--- src/rmscm_pkg.sv ---
`timescale 1ns / 1ps

package rmscm_pkg;

	typedef struct packed {
		logic [1:0]  cmd;
		logic [3:0]  plug;
		logic [11:0] sample;
		logic        sample_ok;
		logic        last_sample;
		logic [15:0] setting_value;
	} in_t;

	typedef struct packed {
		logic [1:0]  status;
		logic [15:0] current_ma;
		logic [15:0] offset_mv_q4;
		logic        calibrated;
		logic        reading_valid;
	} out_t;

	localparam logic [1:0] CMD_MEASURE    = 2'd0;
	localparam logic [1:0] CMD_CALIBRATE  = 2'd1;
	localparam logic [1:0] CMD_SET_OFFSET = 2'd2;
	localparam logic [1:0] CMD_SET_SENS   = 2'd3;

	localparam logic [1:0] STATUS_OK         = 2'd0;
	localparam logic [1:0] STATUS_BAD_PLUG   = 2'd1;
	localparam logic [1:0] STATUS_NO_SAMPLES = 2'd2;

	localparam logic [15:0] DEF_OFFSET_Q4  = 16'd40000;
	localparam logic [15:0] DEF_SENS_Q4    = 16'd2960;
	localparam logic [12:0] ADC_REF_RESET  = 13'd3300;
	localparam logic [11:0] ADC_FULL_SCALE = 12'd4095;
	localparam logic [12:0] MV_DIVISOR     = 13'd8190;
	localparam logic [9:0]  MILLI          = 10'd1000;

	// Millivolts in Q.4 fit 17 bits for any reference, the square of a
	// difference fits 34 bits, and the rounded voltage dividend fits 30 bits.
	localparam int MV_W      = 17;
	localparam int MV_DVD_W  = 30;
	localparam int DIFF_SQ_W = 34;

	typedef enum logic [3:0] {
		ST_IDLE,
		ST_MV_MUL,
		ST_MV_DIV,
		ST_SQ_MUL,
		ST_CLOSE,
		ST_SUM_DIV,
		ST_SQRT,
		ST_CUR_MUL,
		ST_CUR_DIV,
		ST_CAL_MUL,
		ST_CAL_DIV,
		ST_DONE
	} state_t;

endpackage

--- src/rms_current_meter_with_zero_cal_core.sv ---
// True-RMS current meter for CHANNELS plugs with zero-offset calibration.
// Input beats (in_valid/in_ready, in_data) carry one ADC sample or one set
// command; output beats (out_valid/out_ready, out_data) carry one result.
// A sample beat that is not the last of its window produces no result.
// One item is worked on at a time. A good sample goes through a one-bit-per-
// cycle shift-add multiplier, a restoring divider and a second multiply that
// squares its offset difference; a set command goes straight to its result.
// Closing a measure window divides the sum by the count, takes the square
// root, then divides by the sensitivity; closing a calibration window
// multiplies the raw sum by the reference and divides by the count and the
// ADC full scale. The result is held in an output register, so a new input
// beat is taken while the previous result waits; if the receiver stalls for
// longer, the block holds its finished result and stops taking beats.
// Reset loads the default offsets and sensitivities, clears all flags and
// window sums, and sets the ADC reference to 3300 mV. cfg_we writes the
// reference at once; the user is to use it only while the block is idle,
// and the block itself does not enforce this.
`timescale 1ns / 1ps

module rms_current_meter_with_zero_cal_core import rmscm_pkg::*; #(
	parameter int CHANNELS   = 10,
	parameter int MAX_WINDOW = 1024
) (
	input  logic        clk,
	input  logic        arst_n,
	input  logic        cfg_we,
	input  logic [12:0] cfg_data,
	input  logic        in_valid,
	output logic        in_ready,
	input  in_t         in_data,
	output logic        out_valid,
	input  logic        out_ready,
	output out_t        out_data
);

	localparam int GCW    = $clog2(MAX_WINDOW + 1);
	localparam int IW     = (CHANNELS > 1) ? $clog2(CHANNELS) : 1;
	localparam int SQW    = DIFF_SQ_W + GCW;
	localparam int RSW    = 12 + GCW;
	localparam int DVW    = SQW + 8;
	localparam int QW     = DVW + (DVW % 2);
	localparam int RW     = QW / 2;
	localparam int DSW    = (GCW + 13 > 20) ? GCW + 13 : 20;
	localparam int CW     = $clog2(QW + 1);
	localparam int MBW    = MV_W;
	localparam int NCUR   = RW + 11;
	localparam int NCAL   = RSW + 19;
	localparam int SH_MV  = QW - MV_DVD_W;
	localparam int SH_SUM = QW - SQW;
	localparam int SH_CUR = QW - NCUR;
	localparam int SH_CAL = QW - NCAL;

	state_t state_q, state_d;

	logic [12:0]         ref_q;
	logic [15:0]         offset_q [CHANNELS];
	logic [15:0]         sens_q [CHANNELS];
	logic [CHANNELS-1:0] cal_flag_q;
	logic [CHANNELS-1:0] val_flag_q;
	logic [SQW-1:0]      sum_q;
	logic [RSW-1:0]      raw_q;
	logic [GCW-1:0]      gc_q;

	in_t            item_q;
	logic [QW-1:0]  mul_a_q;
	logic [QW-1:0]  mul_p_q;
	logic [MBW-1:0] mul_b_q;
	logic [DSW-1:0] div_r_q;
	logic [DSW-1:0] div_d_q;
	logic [QW-1:0]  div_q_q;
	logic [CW-1:0]  div_cnt_q;
	logic [RW:0]    sq_rem_q;
	logic [RW-1:0]  sq_root_q;
	logic           out_valid_q;
	out_t           out_q;

	logic           in_plug_ok, acc_ok, plug_ok, gc_zero;
	logic           mul_done, div_done, out_free;
	logic [IW-1:0]  idx;
	logic [15:0]    cur_off, cur_sens;
	logic [MV_W:0]  diff, abs_full;
	logic [MV_W-1:0] abs_diff;
	logic [DSW:0]   div_rem_sh, div_trial;
	logic           div_ge;
	logic [RW+2:0]  sq_rem_sh, sq_trial, sq_diff;
	logic           sq_ge;
	logic [QW-1:0]  dvd_mv, dvd_sum, dvd_cur, dvd_cal;
	logic [DSW-1:0] cal_den;
	logic [15:0]    q_sat;
	out_t           res_d;

	logic           fire, mul_step, div_step, sq_step, acc_en;
	logic           mul_ld, div_ld, sq_ld, cnt_ld;
	logic [QW-1:0]  mul_a_nx;
	logic [MBW-1:0] mul_b_nx;
	logic [QW-1:0]  div_dvd;
	logic [DSW-1:0] div_dsr;
	logic [CW-1:0]  cnt_nx;

	assign in_plug_ok = (in_data.plug != 4'd0) && (5'(in_data.plug) <= 5'(CHANNELS));
	assign acc_ok     = !in_data.cmd[1] && in_plug_ok && in_data.sample_ok
		&& (gc_q < GCW'(MAX_WINDOW));
	assign plug_ok    = (item_q.plug != 4'd0) && (5'(item_q.plug) <= 5'(CHANNELS));
	assign idx        = IW'(item_q.plug - 4'd1);
	assign cur_off    = offset_q[idx];
	assign cur_sens   = sens_q[idx];
	assign gc_zero    = (gc_q == '0);
	assign mul_done   = (mul_b_q == '0);
	assign div_done   = (div_cnt_q == '0);
	assign out_free   = !out_valid_q || out_ready;

	assign diff     = {1'b0, div_q_q[MV_W-1:0]} - (MV_W + 1)'(cur_off);
	assign abs_full = diff[MV_W] ? (~diff + 1'b1) : diff;
	assign abs_diff = abs_full[MV_W-1:0];

	assign div_rem_sh = {div_r_q, div_q_q[QW-1]};
	assign div_trial  = div_rem_sh - {1'b0, div_d_q};
	assign div_ge     = (div_rem_sh >= {1'b0, div_d_q});

	assign sq_rem_sh = {sq_rem_q, div_q_q[QW-1:QW-2]};
	assign sq_trial  = {1'b0, sq_root_q, 2'b01};
	assign sq_ge     = (sq_rem_sh >= sq_trial);
	assign sq_diff   = sq_rem_sh - sq_trial;

	assign cal_den = (DSW'(gc_q) << 12) - DSW'(gc_q);
	assign dvd_mv  = ((mul_p_q << 5) + QW'(ADC_FULL_SCALE)) << SH_MV;
	assign dvd_sum = QW'(sum_q) << SH_SUM;
	assign dvd_cur = (mul_p_q + (QW'(cur_sens) << 3)) << SH_CUR;
	assign dvd_cal = ((mul_p_q << 5) + QW'(cal_den)) << SH_CAL;
	assign q_sat   = (|div_q_q[QW-1:16]) ? 16'hFFFF : div_q_q[15:0];

	always_comb begin
		res_d.status        = STATUS_OK;
		res_d.current_ma    = '0;
		res_d.offset_mv_q4  = cur_off;
		res_d.calibrated    = cal_flag_q[idx];
		res_d.reading_valid = val_flag_q[idx];
		if (!plug_ok) begin
			res_d.status        = STATUS_BAD_PLUG;
			res_d.offset_mv_q4  = DEF_OFFSET_Q4;
			res_d.calibrated    = 1'b0;
			res_d.reading_valid = 1'b0;
		end else begin
			unique case (item_q.cmd)
				CMD_MEASURE: begin
					res_d.reading_valid = 1'b1;
					if (!gc_zero) begin
						if (cur_sens == '0) begin
							res_d.current_ma = (sq_root_q != '0) ? 16'hFFFF : 16'h0000;
						end else begin
							res_d.current_ma = q_sat;
						end
					end
				end
				CMD_CALIBRATE: begin
					if (gc_zero) begin
						res_d.status = STATUS_NO_SAMPLES;
					end else begin
						res_d.offset_mv_q4  = q_sat;
						res_d.calibrated    = 1'b1;
						res_d.reading_valid = 1'b1;
					end
				end
				CMD_SET_OFFSET: begin
					res_d.offset_mv_q4 = item_q.setting_value;
					res_d.calibrated   = 1'b1;
				end
				CMD_SET_SENS: begin
					res_d.offset_mv_q4 = cur_off;
				end
			endcase
		end
	end

	always_comb begin
		state_d = state_q;
		unique case (state_q)
			ST_IDLE: begin
				if (in_valid) begin
					if (in_data.cmd[1]) begin
						state_d = ST_DONE;
					end else if (acc_ok) begin
						state_d = ST_MV_MUL;
					end else if (in_data.last_sample) begin
						state_d = ST_CLOSE;
					end
				end
			end
			ST_MV_MUL: if (mul_done) state_d = ST_MV_DIV;
			ST_MV_DIV: if (div_done) state_d = ST_SQ_MUL;
			ST_SQ_MUL: begin
				if (mul_done) begin
					state_d = item_q.last_sample ? ST_CLOSE : ST_IDLE;
				end
			end
			ST_CLOSE: begin
				if (!plug_ok || gc_zero) begin
					state_d = ST_DONE;
				end else if (item_q.cmd == CMD_MEASURE) begin
					state_d = ST_SUM_DIV;
				end else begin
					state_d = ST_CAL_MUL;
				end
			end
			ST_SUM_DIV: if (div_done) state_d = ST_SQRT;
			ST_SQRT: begin
				if (div_done) begin
					state_d = (cur_sens == '0) ? ST_DONE : ST_CUR_MUL;
				end
			end
			ST_CUR_MUL: if (mul_done) state_d = ST_CUR_DIV;
			ST_CUR_DIV: if (div_done) state_d = ST_DONE;
			ST_CAL_MUL: if (mul_done) state_d = ST_CAL_DIV;
			ST_CAL_DIV: if (div_done) state_d = ST_DONE;
			ST_DONE:    if (out_free) state_d = ST_IDLE;
			default:    state_d = ST_IDLE;
		endcase
	end

	always_comb begin
		in_ready = 1'b0;
		fire     = 1'b0;
		mul_step = 1'b0;
		div_step = 1'b0;
		sq_step  = 1'b0;
		acc_en   = 1'b0;
		mul_ld   = 1'b0;
		div_ld   = 1'b0;
		sq_ld    = 1'b0;
		cnt_ld   = 1'b0;
		mul_a_nx = '0;
		mul_b_nx = '0;
		div_dvd  = '0;
		div_dsr  = '0;
		cnt_nx   = '0;
		unique case (state_q)
			ST_IDLE: begin
				in_ready = 1'b1;
				if (in_valid && acc_ok) begin
					mul_ld   = 1'b1;
					mul_a_nx = QW'(ref_q);
					mul_b_nx = MBW'(in_data.sample);
				end
			end
			ST_MV_MUL: begin
				mul_step = !mul_done;
				if (mul_done) begin
					div_ld  = 1'b1;
					cnt_ld  = 1'b1;
					cnt_nx  = CW'(MV_DVD_W);
					div_dvd = dvd_mv;
					div_dsr = DSW'(MV_DIVISOR);
				end
			end
			ST_MV_DIV: begin
				div_step = !div_done;
				if (div_done) begin
					mul_ld   = 1'b1;
					mul_a_nx = QW'(abs_diff);
					mul_b_nx = abs_diff;
				end
			end
			ST_SQ_MUL: begin
				mul_step = !mul_done;
				acc_en   = mul_done;
			end
			ST_CLOSE: begin
				if (plug_ok && !gc_zero) begin
					if (item_q.cmd == CMD_MEASURE) begin
						div_ld  = 1'b1;
						cnt_ld  = 1'b1;
						cnt_nx  = CW'(DVW);
						div_dvd = dvd_sum;
						div_dsr = DSW'(gc_q);
					end else begin
						mul_ld   = 1'b1;
						mul_a_nx = QW'(raw_q);
						mul_b_nx = MBW'(ref_q);
					end
				end
			end
			ST_SUM_DIV: begin
				div_step = !div_done;
				if (div_done) begin
					sq_ld  = 1'b1;
					cnt_ld = 1'b1;
					cnt_nx = CW'(RW);
				end
			end
			ST_SQRT: begin
				sq_step = !div_done;
				if (div_done && cur_sens != '0) begin
					mul_ld   = 1'b1;
					mul_a_nx = QW'(sq_root_q);
					mul_b_nx = MBW'(MILLI);
				end
			end
			ST_CUR_MUL: begin
				mul_step = !mul_done;
				if (mul_done) begin
					div_ld  = 1'b1;
					cnt_ld  = 1'b1;
					cnt_nx  = CW'(NCUR);
					div_dvd = dvd_cur;
					div_dsr = DSW'(cur_sens) << 4;
				end
			end
			ST_CUR_DIV: div_step = !div_done;
			ST_CAL_MUL: begin
				mul_step = !mul_done;
				if (mul_done) begin
					div_ld  = 1'b1;
					cnt_ld  = 1'b1;
					cnt_nx  = CW'(NCAL);
					div_dvd = dvd_cal;
					div_dsr = cal_den << 1;
				end
			end
			ST_CAL_DIV: div_step = !div_done;
			ST_DONE:    fire = out_free;
			default: ;
		endcase
	end

	always_ff @(posedge clk or negedge arst_n) begin
		if (!arst_n) begin
			state_q     <= ST_IDLE;
			ref_q       <= ADC_REF_RESET;
			out_valid_q <= 1'b0;
			cal_flag_q  <= '0;
			val_flag_q  <= '0;
			sum_q       <= '0;
			raw_q       <= '0;
			gc_q        <= '0;
			div_cnt_q   <= '0;
			for (int i = 0; i < CHANNELS; i++) begin
				offset_q[i] <= DEF_OFFSET_Q4;
				sens_q[i]   <= DEF_SENS_Q4;
			end
		end else begin
			state_q <= state_d;
			if (cfg_we) begin
				ref_q <= cfg_data;
			end
			if (fire) begin
				out_valid_q <= 1'b1;
			end else if (out_ready) begin
				out_valid_q <= 1'b0;
			end
			if (cnt_ld) begin
				div_cnt_q <= cnt_nx;
			end else if (div_step || sq_step) begin
				div_cnt_q <= div_cnt_q - 1'b1;
			end
			if (acc_en) begin
				sum_q <= sum_q + SQW'(mul_p_q[DIFF_SQ_W-1:0]);
				raw_q <= raw_q + RSW'(item_q.sample);
				gc_q  <= gc_q + 1'b1;
			end
			if (fire && !item_q.cmd[1]) begin
				sum_q <= '0;
				raw_q <= '0;
				gc_q  <= '0;
			end
			if (fire && plug_ok) begin
				offset_q[idx]   <= res_d.offset_mv_q4;
				cal_flag_q[idx] <= res_d.calibrated;
				val_flag_q[idx] <= res_d.reading_valid;
				if (item_q.cmd == CMD_SET_SENS) begin
					sens_q[idx] <= item_q.setting_value;
				end
			end
		end
	end

	always_ff @(posedge clk) begin
		if (in_valid && in_ready) begin
			item_q <= in_data;
		end
		if (mul_step) begin
			if (mul_b_q[0]) begin
				mul_p_q <= mul_p_q + mul_a_q;
			end
			mul_a_q <= mul_a_q << 1;
			mul_b_q <= mul_b_q >> 1;
		end
		if (mul_ld) begin
			mul_a_q <= mul_a_nx;
			mul_b_q <= mul_b_nx;
			mul_p_q <= '0;
		end
		if (div_step) begin
			div_r_q <= div_ge ? div_trial[DSW-1:0] : div_rem_sh[DSW-1:0];
			div_q_q <= {div_q_q[QW-2:0], div_ge};
		end
		if (div_ld) begin
			div_r_q <= '0;
			div_q_q <= div_dvd;
			div_d_q <= div_dsr;
		end
		if (sq_step) begin
			sq_rem_q  <= sq_ge ? sq_diff[RW:0] : sq_rem_sh[RW:0];
			sq_root_q <= {sq_root_q[RW-2:0], sq_ge};
			div_q_q   <= div_q_q << 2;
		end
		if (sq_ld) begin
			sq_rem_q  <= '0;
			sq_root_q <= '0;
		end
		if (fire) begin
			out_q <= res_d;
		end
	end

	assign out_valid = out_valid_q;
	assign out_data  = out_q;

	a_gc_bound: assert property (@(posedge clk) disable iff (!arst_n)
		gc_q <= GCW'(MAX_WINDOW))
		else $error("Good-sample count exceeded the window limit.");

	a_cnt_owner: assert property (@(posedge clk) disable iff (!arst_n)
		(div_cnt_q != '0) |-> (state_q == ST_MV_DIV || state_q == ST_SUM_DIV
			|| state_q == ST_SQRT || state_q == ST_CUR_DIV || state_q == ST_CAL_DIV))
		else $error("Step counter is running outside a divide or root state.");

	a_window_clear: assert property (@(posedge clk) disable iff (!arst_n)
		(fire && !item_q.cmd[1]) |=> (gc_q == '0 && sum_q == '0 && raw_q == '0))
		else $error("Window sums were not cleared after a closing beat.");

	a_mv_fits: assert property (@(posedge clk) disable iff (!arst_n)
		(state_q == ST_MV_DIV && div_done) |-> (div_q_q[QW-1:MV_W] == '0))
		else $error("Converted sample voltage overflowed its width.");

endmodule
--- config.mk ---
export PLATFORM = sky130hd
export DESIGN_NAME = rms_current_meter_with_zero_cal_core
export DESIGN_NICKNAME = d
export VERILOG_FILES = /design/src/rmscm_pkg.sv /design/src/rms_current_meter_with_zero_cal_core.sv
export SDC_FILE = /design/constraint.sdc
export NUM_CORES = 2
export LEC_CHECK = 0
export BUFFER_PORTS_ARGS = -buffer_cell sky130_fd_sc_hd__buf_2
export CORE_UTILIZATION = 50
export CTS_BUF_LIST = sky130_fd_sc_hd__clkbuf_4 sky130_fd_sc_hd__clkbuf_8
export CTS_CLUSTER_SIZE = 16
export DETAILED_ROUTE_END_ITERATION = 12
export PLACE_DENSITY = 0.73
export SLEW_MARGIN = 5
export SYNTH_ARGS = -nofsm -noshare
export SYNTH_HDL_FRONTEND = slang
export SYNTH_SLANG_ARGS = --single-unit
export TNS_END_PERCENT = 10
--- constraint.sdc ---
create_clock -name clk -period 7.1 [get_ports clk]
set_input_delay 1.42 -clock clk [delete_from_list [all_inputs] [get_ports clk]]
set_output_delay 1.42 -clock clk [all_outputs]
set_load 0.01 [all_outputs]
==> results.yml <==
yosys:
  synth_compound_area_frac: 0.181
  synth_fa_ha_area_frac: 0.0593
  netlist_area_um2: 45700
  ys.flop_type: "dfrtp_1"
  async_flop_share: 0.580
  syn_nets: 4995
  ys_seq_elements: 764
  yosys.area_share.xor_xnor: 0.0508
  synth-simple-area-share: 0.142
  yosysTopAreaCellShare: 0.185
  synth_top_cells_by_area: "dfrtp_1 18%, edfxtp_1 13%, dfstp_2 6.1%"
  synth-edff-count: 202
  synth.top_cells.by_count: "498 x nand2_1, 349 x a21oi_1, 337 x dfrtp_1"
  ys_seq_area_frac: 0.431
  synth_top_family_by_area: "compound AO/OA/AOI/OAI gates"
  synth_top_cell_by_area: "dfrtp_1"
  synth.avg_cell_area_um2: 9.65
  synthCells: 4729
  yosysWarnings: 0
  ys_types: 90
  synth.area.mux_share: 0.0957
  synth_most_common_cell: "nand2_1"
die:
  fp.dieArea_um2: 92500
  die_x_um: 304
  initial_utilization: 0.506
  dieHeight_um: 304
  core_um2: 90300
  pin_count: 92
  fp-row-count: 110
sta:
  finalHoldViolations: 0
  slew_headroom: 0.157
  setup_tns_ps: 0
  slew_viol_final: 0
  whs_ps: 472
  min_period_ps: 5710
  tightest_slew_ps: 1250
  setup_violations: 0
  period_share: 0.804
  max_freq_ghz: 0.175
  skew_ps: 77.3
  rsz0062_at_grt: "no"
finish:
  fin_util: 0.555
  n_fill_cell: 7899
  drive_above_1_share: 0.173
  synthToLayoutAreaGrowth_pct: 9.69
  final_nets: 4974
  finalNonFillerCells: 6002
critical_path:
  crit_chain: "buf_4, o31a_1, or2_2, and3_1, a21oi_1, o21ai_0, ha_1, fa_1, nor2b_1, o211ai_1, o211ai_1, a311oi_1, a211o_1, nor4_2, nand4_1, o31ai_1, nand2_1, a221o_1"
  crit_path_frequent_cell: "o211ai_1"
  timing.rr.start: "item_q[30]"
  end_kind: "register"
  worstPathArrival_ps: 6310
  crit_start: "item_q[30]"
  critical_path_class: "register to register"
  path_max_fanout: 18
  crit_required_ps: 7690
  critPathMaxStageDelay_ps: 500
  start_kind: "register"
  cpMaxStageDelayCell: "or2_2"
clock_network:
  clk_latency_ps: 870
  cts_tree: "built"
  cts.htree.levels: 4
  cts-resized-gates: 0
  numCtsBuffers: 136
  clock_sinks: 764
  clock-root-buffer: "clkbuf_8"
  clkSlewWorstSetupHoldPaths_ps: 60
  post_cts_buffers: 0
  hold_buffers: 0
  clockBufferDepth: 3
power:
  switching_share: 0.426
  p_switching_uw: 9230
  p_per_area_nw_per_um2: 433
  total_power_uw: 21700
  power.internal_uw: 12400
  leakage_uw: 0.0211
  max-vdd-ir-drop_v: 0.000272
  p_clk_frac: 0.212
  comb_power_share: 0.454
  p_seq_frac: 0.335
placed_design:
  portBuffers: 91
  place.gp.congestion: 0.955
  dpl.hpwl_mm: 88.9
  place_inst: 5746
detailed_routing:
  drt-wirelength-per-cell_um: 21.7
  drtPass1Iterations: 6
  drc: 0
  drtIter0Drc: 3568
  viasPerCell: 6.21
  drt.antenna.violating_nets: 0
  num_vias: 37200
  routed_wirelength_mm: 130
global_routing:
  track_usage: 0.280
  grt_pass1_wl_mm: 206
  antenna_found_initial: 1
  grt_pass1_vias: 36500
  grt_max_degree: 179
  grt.overflow.total: 0
min_path:
  min_from: "offset_q[3]"
  hp-class: "register to register"
outcome:
  status: "finished clean"
flow_run:
  maxCapViolCount: 0
[critical path: cells and delay by family (launching register included)]
kind	cells	cell delay, ps
AO/OA/AOI/OAI	9	2440
adder cells (fa/ha/maj)	2	680
buffers and inverters	1	290
flip-flops	1	480
AND/OR/NAND/NOR	6	1560
[final timing paths]
kind	slack, ps	cells after the start	endpoint
min in group asynchronous	490	1	sum_q[37]
min	470	2	offset_q[3]
min reg2reg	470	2	offset_q[3]
max in group asynchronous	5280	2	sens_q[94]
max reg2reg	1390	18	mul_a_q[16]
max	1390	18	mul_a_q[16]
[layer usage]
layer / track usage / wire length (µm)
met5: 0 / 0
met4: 0.130 / 5340
met3: 0.0493 / 9770
met2: 0.440 / 60000
met1: 0.376 / 55000
[logic make-up (layout without fill, tap and decap cells)]
family | count (synthesis) | in the layout
AOI/OAI and AO/OA | 1299 | 1299
xor gates and xnor gates | 265 | 265
adders and majority gates | 212 | 212
buffers and inverters | 469 | 564
DFF | 764 | 764
muxes | 326 | 326
other | 1 | 3
and+or+nand+nor | 1393 | 1393
[cell usage in the layout, fill, tap and decap left out, types with 38 or more instances in the layout]
cell type  instances
inv_1            150
o31ai_1          143
o21ai_0          329
a31oi_1           53
mux4_2            68
ha_1             204
nand2_1          495
nand3_1          163
xor2_1           111
dfxtp_1          119
nand4_1           38
nor2_1           317
a21o_1            92
a21oi_1          349
dfstp_2          106
mux2_2           203
clkbuf_8         158
mux2i_1           55
clkbuf_4          58
dfrtp_1          337
xnor2_1          153
buf_2             90
nor3_1            99
edfxtp_1         202
and3_1            44
buf_4             63
[metrics by stage]
step / cell area (µm²) / setup slack (ps)
after floorplan: 45700 / 87.3
after global placement: 47000 / 1540
after detailed placement: 47000 / 1460
after CTS: 50100 / 1410
after global routing: 50100 / 953
final: 50100 / 1390
[power by group through the flow]
stage | registers [µW] | logic (µW) | clock network, µW
finish | 7250 | 9820 | 4590
global route | 7340 | 10900 | 4860
CTS | 7210 | 9690 | 4650
detailed placement | 7280 | 9610 | 0
global placement | 7250 | 9410 | 0
floorplan | 6580 | 7720 | 0
[area by class of cell]
| cell class | instances | area, µm² | area share |
|---|---|---|---|
| clock buffers | 216 | 2610 | 0.0521 |
| repair buffers | 158 | 1020 | 0.0203 |
| multi-input cells | 3496 | 24300 | 0.485 |
| inverters | 152 | 571 | 0.0114 |
| well taps | 1176 | 1470 | 0.0294 |
| diodes | 2 | 5.00 | 0.0000999 |
| flip-flops and latches | 764 | 19700 | 0.393 |
| clock inverters | 38 | 464 | 0.00927 |
[sequential cells by signal (all words and copies together) (netlist names), 24 cells and up]
| name | count |
|---|---|
| offset_q | 160 |
| sens_q | 160 |
| div_q_q | 54 |
| sum_q | 45 |
| mul_a_q | 38 |
| mul_p_q | 38 |
| out_data | 36 |
| item_q | 35 |
| sq_rem_q | 28 |
| sq_root_q | 27 |
| div_d_q | 24 |
| div_r_q | 24 |
No activity file was read; power rests on OpenSTA's default activity.
